`src/rtl/core/sfd_pkg.sv`:
```
`timescale 1ns / 1ps
`default_nettype none
// ----------------------------------------------------------------------------
// Saturating fixed-point divider package
// Shared field width and the control word that moves along the pipeline.
// ----------------------------------------------------------------------------
package sfd_pkg;

  localparam int FIELD_BITS = 32;

  typedef struct packed {
    logic valid;
    logic neg;
    logic sat;
  } sfd_ctrl_t;

endpackage
`default_nettype wire

```
`src/rtl/core/sfd_in_if.sv`:
```
`timescale 1ns / 1ps
`default_nettype none
// ----------------------------------------------------------------------------
// Operand channel
// Valid/ready channel carrying one dividend and divisor pair per transaction.
// ----------------------------------------------------------------------------
interface sfd_in_if;
  import sfd_pkg::*;

  logic                         valid;
  logic                         ready;
  logic signed [FIELD_BITS-1:0] dividend;
  logic signed [FIELD_BITS-1:0] divisor;

  modport source (output valid, output dividend, output divisor, input ready);
  modport sink (input valid, input dividend, input divisor, output ready);
endinterface
`default_nettype wire

```
`src/rtl/core/sfd_out_if.sv`:
```
`timescale 1ns / 1ps
`default_nettype none
// ----------------------------------------------------------------------------
// Result channel
// Valid/ready channel carrying one quotient and saturation flag per transaction.
// ----------------------------------------------------------------------------
interface sfd_out_if;
  import sfd_pkg::*;

  logic                         valid;
  logic                         ready;
  logic signed [FIELD_BITS-1:0] quotient;
  logic                         saturated;

  modport source (output valid, output quotient, output saturated, input ready);
  modport sink (input valid, input quotient, input saturated, output ready);
endinterface
`default_nettype wire

```
`src/rtl/core/sfd_div_stage.sv`:
```
`timescale 1ns / 1ps
`default_nettype none
// ----------------------------------------------------------------------------
// Restoring division stage
// Produces one quotient bit per stage with one trial subtraction.
// ----------------------------------------------------------------------------
module sfd_div_stage #(
  parameter int WORD_BITS = 32,
  parameter int FRAC_BITS = 16,
  parameter int QUO_BITS  = 30,
  parameter int BIT_INDEX = 0
) (
  input  logic                   clk,
  input  logic                   rst,
  input  logic                   en,
  input  sfd_pkg::sfd_ctrl_t     prev_ctrl,
  input  logic [WORD_BITS-1:0]   prev_rem,
  input  logic [WORD_BITS-1:0]   prev_ma,
  input  logic [WORD_BITS-1:0]   prev_mb,
  input  logic [QUO_BITS-1:0]    prev_quo,
  output sfd_pkg::sfd_ctrl_t     ctrl,
  output logic [WORD_BITS-1:0]   rem,
  output logic [WORD_BITS-1:0]   ma,
  output logic [WORD_BITS-1:0]   mb,
  output logic [QUO_BITS-1:0]    quo
);
  import sfd_pkg::*;

  logic                 num_bit;
  logic [WORD_BITS:0]   trial;
  logic [WORD_BITS+1:0] diff;
  logic                 fits;

  generate
    if (BIT_INDEX >= FRAC_BITS) begin : g_num_bit
      assign num_bit = prev_ma[BIT_INDEX-FRAC_BITS];
    end else begin : g_num_zero
      assign num_bit = 1'b0;
    end
  endgenerate

  assign trial = {prev_rem, num_bit};
  assign diff  = {1'b0, trial} - {2'b00, prev_mb};
  assign fits  = !diff[WORD_BITS+1];

  always_ff @(posedge clk) begin
    if (rst) begin
      ctrl <= '0;
    end else if (en) begin
      ctrl <= prev_ctrl;
    end
  end

  always_ff @(posedge clk) begin
    if (en) begin
      rem <= fits ? diff[WORD_BITS-1:0] : trial[WORD_BITS-1:0];
      quo <= {prev_quo[QUO_BITS-2:0], fits};
      ma  <= prev_ma;
      mb  <= prev_mb;
    end
  end

endmodule
`default_nettype wire

```
`src/rtl/core/saturating_fixed_point_divider.sv`:
```
`timescale 1ns / 1ps
`default_nettype none
// ----------------------------------------------------------------------------
// Saturating fixed-point divider
// Signed fixed-point divide, quotient truncated toward zero, with clamping.
//
// Operands arrive on the operands channel and each quotient leaves on the
// result channel, one result transaction for every operand transaction, in
// order. The front stage takes magnitudes and evaluates the overflow guard
// (dividend magnitude shifted right by FRAC_BITS-2 at least the divisor
// magnitude, which includes a zero divisor). A chain of restoring division
// stages then produces one quotient bit each, and an output register applies
// the sign or the clamp. The quotient has QUO_BITS bits, where QUO_BITS is
// the smaller of 2*FRAC_BITS-2 and WORD_BITS+FRAC_BITS. One transaction is
// accepted every cycle while the receiver does not stall.
// Reset clears all stage valid bits. When the receiver stalls with a result
// waiting, the whole pipeline holds and operands.ready drops until the
// result is taken; nothing is lost or repeated.
// ----------------------------------------------------------------------------
module saturating_fixed_point_divider #(
  parameter int FRAC_BITS = 16,
  parameter int WORD_BITS = 32
) (
  input  logic     clk,
  input  logic     rst,
  sfd_in_if.sink   operands,
  sfd_out_if.source result
);
  import sfd_pkg::*;

  localparam int GUARD_SHIFT = FRAC_BITS - 2;
  localparam int QUO_BITS    = (2 * FRAC_BITS - 2 < WORD_BITS + FRAC_BITS) ?
                               2 * FRAC_BITS - 2 : WORD_BITS + FRAC_BITS;
  localparam int NUM_BITS    = WORD_BITS + FRAC_BITS;

  logic                   en;
  logic [WORD_BITS-1:0]   a_word;
  logic [WORD_BITS-1:0]   b_word;
  logic [WORD_BITS-1:0]   a_mag;
  logic [WORD_BITS-1:0]   b_mag;
  logic [NUM_BITS-1:0]    num_top;
  sfd_ctrl_t              front_ctrl;

  sfd_ctrl_t              ctrl_s [0:QUO_BITS];
  logic [WORD_BITS-1:0]   rem_s  [0:QUO_BITS];
  logic [WORD_BITS-1:0]   ma_s   [0:QUO_BITS];
  logic [WORD_BITS-1:0]   mb_s   [0:QUO_BITS];
  logic [QUO_BITS-1:0]    quo_s  [0:QUO_BITS];

  logic [WORD_BITS-1:0]   mag_q;
  logic [WORD_BITS-1:0]   word_q;
  logic [FIELD_BITS-1:0]  quotient_next;

  assign en             = !result.valid || result.ready;
  assign operands.ready = en;

  assign a_word = operands.dividend[WORD_BITS-1:0];
  assign b_word = operands.divisor[WORD_BITS-1:0];
  assign a_mag  = a_word[WORD_BITS-1] ? (~a_word + 1'b1) : a_word;
  assign b_mag  = b_word[WORD_BITS-1] ? (~b_word + 1'b1) : b_word;

  assign num_top = {a_mag, {FRAC_BITS{1'b0}}} >> QUO_BITS;

  always_comb begin
    front_ctrl.valid = operands.valid;
    front_ctrl.neg   = a_word[WORD_BITS-1] ^ b_word[WORD_BITS-1];
    front_ctrl.sat   = (a_mag >> GUARD_SHIFT) >= b_mag;
  end

  always_ff @(posedge clk) begin
    if (rst) begin
      ctrl_s[0] <= '0;
    end else if (en) begin
      ctrl_s[0] <= front_ctrl;
    end
  end

  always_ff @(posedge clk) begin
    if (en) begin
      rem_s[0] <= num_top[WORD_BITS-1:0];
      ma_s[0]  <= a_mag;
      mb_s[0]  <= b_mag;
    end
  end

  assign quo_s[0] = '0;

  generate
    for (genvar k = 0; k < QUO_BITS; k++) begin : g_stage
      sfd_div_stage #(
        .WORD_BITS (WORD_BITS),
        .FRAC_BITS (FRAC_BITS),
        .QUO_BITS  (QUO_BITS),
        .BIT_INDEX (QUO_BITS - 1 - k)
      ) u_stage (
        .clk       (clk),
        .rst       (rst),
        .en        (en),
        .prev_ctrl (ctrl_s[k]),
        .prev_rem  (rem_s[k]),
        .prev_ma   (ma_s[k]),
        .prev_mb   (mb_s[k]),
        .prev_quo  (quo_s[k]),
        .ctrl      (ctrl_s[k+1]),
        .rem       (rem_s[k+1]),
        .ma        (ma_s[k+1]),
        .mb        (mb_s[k+1]),
        .quo       (quo_s[k+1])
      );
    end
  endgenerate

  assign mag_q = WORD_BITS'(quo_s[QUO_BITS]);

  always_comb begin
    priority if (ctrl_s[QUO_BITS].sat) begin
      word_q = ctrl_s[QUO_BITS].neg ? {1'b1, {(WORD_BITS-1){1'b0}}}
                                    : {1'b0, {(WORD_BITS-1){1'b1}}};
    end else if (ctrl_s[QUO_BITS].neg) begin
      word_q = ~mag_q + 1'b1;
    end else begin
      word_q = mag_q;
    end
    quotient_next = FIELD_BITS'(signed'(word_q));
  end

  always_ff @(posedge clk) begin
    if (rst) begin
      result.valid <= 1'b0;
    end else if (en) begin
      result.valid <= ctrl_s[QUO_BITS].valid;
    end
  end

  always_ff @(posedge clk) begin
    if (en) begin
      result.quotient  <= quotient_next;
      result.saturated <= ctrl_s[QUO_BITS].sat;
    end
  end

endmodule
`default_nettype wire

```
`src/flat_wrapper.sv`:
```
// flat-port wrapper written by rule: the top's interface ports become plain ports
module saturating_fixed_point_divider_flat import sfd_pkg::*;
#(
  parameter int FRAC_BITS = 16,
  parameter int WORD_BITS = 32
)
  (clk, rst, operands_valid, operands_dividend, operands_divisor, operands_ready, result_valid, result_quotient, result_saturated, result_ready);
  sfd_in_if operands_i ();
  sfd_out_if result_i ();
  input  logic clk;
  input  logic rst;
  input wire logic [$bits(operands_i.valid)-1:0] operands_valid;
  input wire logic [$bits(operands_i.dividend)-1:0] operands_dividend;
  input wire logic [$bits(operands_i.divisor)-1:0] operands_divisor;
  output wire logic [$bits(operands_i.ready)-1:0] operands_ready;
  output wire logic [$bits(result_i.valid)-1:0] result_valid;
  output wire logic [$bits(result_i.quotient)-1:0] result_quotient;
  output wire logic [$bits(result_i.saturated)-1:0] result_saturated;
  input wire logic [$bits(result_i.ready)-1:0] result_ready;
  assign operands_i.valid = operands_valid;
  assign operands_i.dividend = operands_dividend;
  assign operands_i.divisor = operands_divisor;
  assign operands_ready = operands_i.ready;
  assign result_valid = result_i.valid;
  assign result_quotient = result_i.quotient;
  assign result_saturated = result_i.saturated;
  assign result_i.ready = result_ready;
  saturating_fixed_point_divider #(.FRAC_BITS(FRAC_BITS), .WORD_BITS(WORD_BITS)) u_core (.clk(clk), .rst(rst), .operands(operands_i), .result(result_i));
endmodule
```
`config.mk`:
```
export PLATFORM = sky130hd
export DESIGN_NAME = saturating_fixed_point_divider_flat
export DESIGN_NICKNAME = d
export VERILOG_FILES = /design/src/rtl/core/sfd_pkg.sv /design/src/rtl/core/sfd_in_if.sv /design/src/rtl/core/sfd_out_if.sv /design/src/rtl/core/sfd_div_stage.sv /design/src/rtl/core/saturating_fixed_point_divider.sv /design/src/flat_wrapper.sv
export SDC_FILE = /design/constraint.sdc
export NUM_CORES = 2
export LEC_CHECK = 0
export BUFFER_PORTS_ARGS = -buffer_cell sky130_fd_sc_hd__buf_2
export CAP_MARGIN = 20
export CELL_PAD_IN_SITES_DETAIL_PLACEMENT = 0
export CELL_PAD_IN_SITES_GLOBAL_PLACEMENT = 1
export CORE_MARGIN = 2
export CORE_UTILIZATION = 59
export CTS_CLUSTER_DIAMETER = 30
export CTS_CLUSTER_SIZE = 30
export DETAILED_ROUTE_END_ITERATION = 7
export PLACE_DENSITY_LB_ADDON = 0.05
export SYNTH_ARGS = -nofsm -noshare
export SYNTH_HDL_FRONTEND = slang
export SYNTH_HIERARCHICAL = 1
export SYNTH_SLANG_ARGS = --single-unit
```
`constraint.sdc`:
```
create_clock -name clk -period 148.1 [get_ports clk]
set_input_delay 7.405 -clock clk [delete_from_list [all_inputs] [get_ports clk]]
set_output_delay 7.405 -clock clk [all_outputs]
set_load 0.05 [all_outputs]
```
==> flow_summary_export.csv <==
group,metric,value,unit
worst_setup_path,cpMostUsedCell,"buf_2",
global_route,grt-ovfl-total,0,
routing,drt_iter0_markers,8903,
floorplan,dieHeight,505,um
worst_setup_path,crit_arrival,8680,ps
sta,hold_viol,0,
global_route,track_usage,26.8,%
clock_network,ctsHoldBuffers,0,
sta,relSlewSlack,21.9,%
worst_setup_path,r2r_cells,10,
routing,wire_per_inst,20.6,um
worst_setup_path,critical_path_required,140690,ps
logic_synthesis,syn-instance-count,12885,
worst_setup_path,crit_family,"buffers and inverters",
clock_network,htreeDepth,6,
run,drv_cap,0,
sta,rsz0062_at_grt,"no",
worst_setup_path,rr_startpoint,"u_core/result.valid$_SDFFE_PP0P_",
sta,slew_violations,0,
routing,route.detailed.vias_per_inst,5.96,
floorplan,start_util,59.2,%
sta,worstMarginPinSlew,1170,ps
placement,place.gp.congestion,0.930,
global_route,grt_max_degree,193,
floorplan,num_rows,184,
hold_path,hp-start,"u_core/g_stage[14].u_stage/quo[5]$_DFFE_PP_",
worst_setup_path,slowest_delay,550,ps
worst_setup_path,ff2ff_setup_slack,141010,ps
sta,setup_violations,0,
finish,drive_gt1_share,12.1,%
hold_path,hold_end,"u_core/g_stage[15].u_stage/quo[6]$_DFFE_PP_",
placement,placed_area,0.151,mm2
worst_setup_path,critPathBufInv,3,
worst_setup_path,rr_endpoint,"u_core/g_stage[19].u_stage/mb[10]$_DFFE_PP_",
hold_path,hold_depth,0,
clock_network,cts_setup_buffers,0,
pwr,fin_total_pwr,0.00450,W
floorplan,fp.dieArea,0.255,mm2
routing,route.detailed.drc,0,
routing,dr.pass1.iters,6,
floorplan,design.core.area,0.250,mm2
finish,area_delta_synth_final,14.9,%
clock_network,cts_resized,0,
finish,final_cell_area,0.170,mm2
clock_network,clk_latency,1010,ps
sta,finalCritPeriodShare,10.9,%
routing,via_count,101793,
worst_setup_path,crit_fanout,34,
finish,layout.nets,14328,
hold_path,hold_class,"reg2reg",
pwr,ir_drop,0.0217,mV
clock_network,root_buffer,"clkbuf_16",
clock_network,numCtsBuffers,541,
run_status,run_status,"finished, final reports clean",
finish,num-fill-cells,18313,
logic_synthesis,synthesis.area,0.148,mm2
pwr,power.density,26.4,mW/mm2
worst_setup_path,cp-end-kind,"output port",
global_route,antenna_found_initial,1,
pwr,p_leak,71.8,nW
placement,hpwl,253,mm
global_route,grt_pass1_wl,553,mm
logic_synthesis,synth_warnings,6,
placement,port_buffers,102,
clock_network,cts_tree,"done",
routing,wl,351,mm
worst_setup_path,worstPathCellList,"buf_2 -> nor2b_1 -> inv_8 -> buf_2",
sta,fin_crit,16090,ps
worst_setup_path,slowest_stage,"nor2b_1",
floorplan,io_pins,103,
routing,ant_nets,0,
clock_network,cts_buffer_depth,4,
worst_setup_path,startpoint,"result_ready",
sta,fin_tns_setup,0,ps
worst_setup_path,startpoint_type,"input pin",
clock_network,clk_pin_slew_worst_paths,60,ps
sta,fin_skew,70.7,ps
clock_network,clock_sinks,2603,
sta,fmax,62.2,MHz
floorplan,die_x,505,um
worst_setup_path,criticalPathCategory,"in2out",
global_route,grt_pass1_vias,98864,
logic_synthesis,syn_avg_cell_area,11.5,um2
## worst reg2reg max path, stage by stage, from the launching register on
cell	delay (ps)
dfxtp_1	300
nor2b_1	240
inv_8	310
buf_4	760
buf_4	800
buf_4	410
buf_16	350
buf_4	860
buf_4	960
buf_4	790
buf_12	600
## layout by cell type (no fill, tap or decap), types with 66 or more instances in the layout
cell type     n
edfxtp_1   2509
inv_1      1166
nand2_1    1009
ha_1        966
o21ai_0     901
a21oi_1     864
nor2_1      582
clkbuf_16   550
xnor2_1     500
a21o_1      459
xor2_1      334
mux2_4      333
a211oi_1    188
nand3_1     184
nor3_1      177
nand4_1     159
mux2i_1     147
nor2b_1     138
o31ai_1     123
nand2b_1    121
and2_1      117
and3_1      110
o21a_1      109
buf_2       101
dfxtp_1      92
o21ai_1      89
o211ai_1     78
o21bai_1     75
a31oi_1      68
clkinv_2     66
buf_4        66
## how the worst max path moves through the flow
stage / cells after the start / end
3_5_place_dp: 4 / operands_ready
6_report: 4 / operands_ready
5_1_grt: 4 / operands_ready
3_3_place_gp: 4 / operands_ready
2_1_floorplan: 2 / operands_ready
4_1_cts: 4 / operands_ready
## metrics by stage
step	util [%]	hold slack, ps	instances	setup WS [ps]
2_1_floorplan	-	400	12912	82090
3_3_place_gp	60.5	401	16067	131960
3_5_place_dp	60.5	405	16067	131940
4_1_cts	68.0	360	17060	131940
5_1_grt	68.0	373	17064	131920
6_report	68.0	370	17068	132010
## power breakdown
group	switching [W]	leakage (nW)	internal [W]
clock network	0.000424	8.98	0.000794
registers	0.000156	26.9	0.00116
logic	0.00110	35.9	0.000862
## metal layers
| layer | vias up | track usage, % | part of all wire, % |
|---|---|---|---|
| li1 | 48701 | - | - |
| met1 | 49461 | 37.3 | 45 |
| met2 | 3045 | 43.8 | 47 |
| met3 | 586 | 3.69 | 5.3 |
| met4 | 0 | 8.10 | 2.7 |
| met5 | - | 0 | 0 |
## area by class of cell
cell class | instances | area [um2] | area share, %
flip-flops and latches | 2603 | 77200 | 45.3
multi-input cells | 8763 | 64500 | 37.9
clock buffers | 603 | 14100 | 8.25
clock inverters | 390 | 4730 | 2.78
inverters | 1183 | 4450 | 2.61
well taps | 3348 | 4190 | 2.46
repair buffers | 173 | 1140 | 0.672
diodes | 5 | 12.5 | 0.00735
## state kept, by name, summed over array words and instances, names as in the netlist
signal	flops
u_core/ctrl_s	3
u_core/g_stage.u_stage/ctrl	90
u_core/g_stage.u_stage/ma	91
u_core/g_stage.u_stage/mb	928
u_core/g_stage.u_stage/quo	465
u_core/g_stage.u_stage/rem	928
u_core/ma_s	32
u_core/mb_s	32
u_core/result.quotient	32
u_core/result.saturated	1
u_core/result.valid	1
Note: power is estimated with default switching activity, not from simulation.
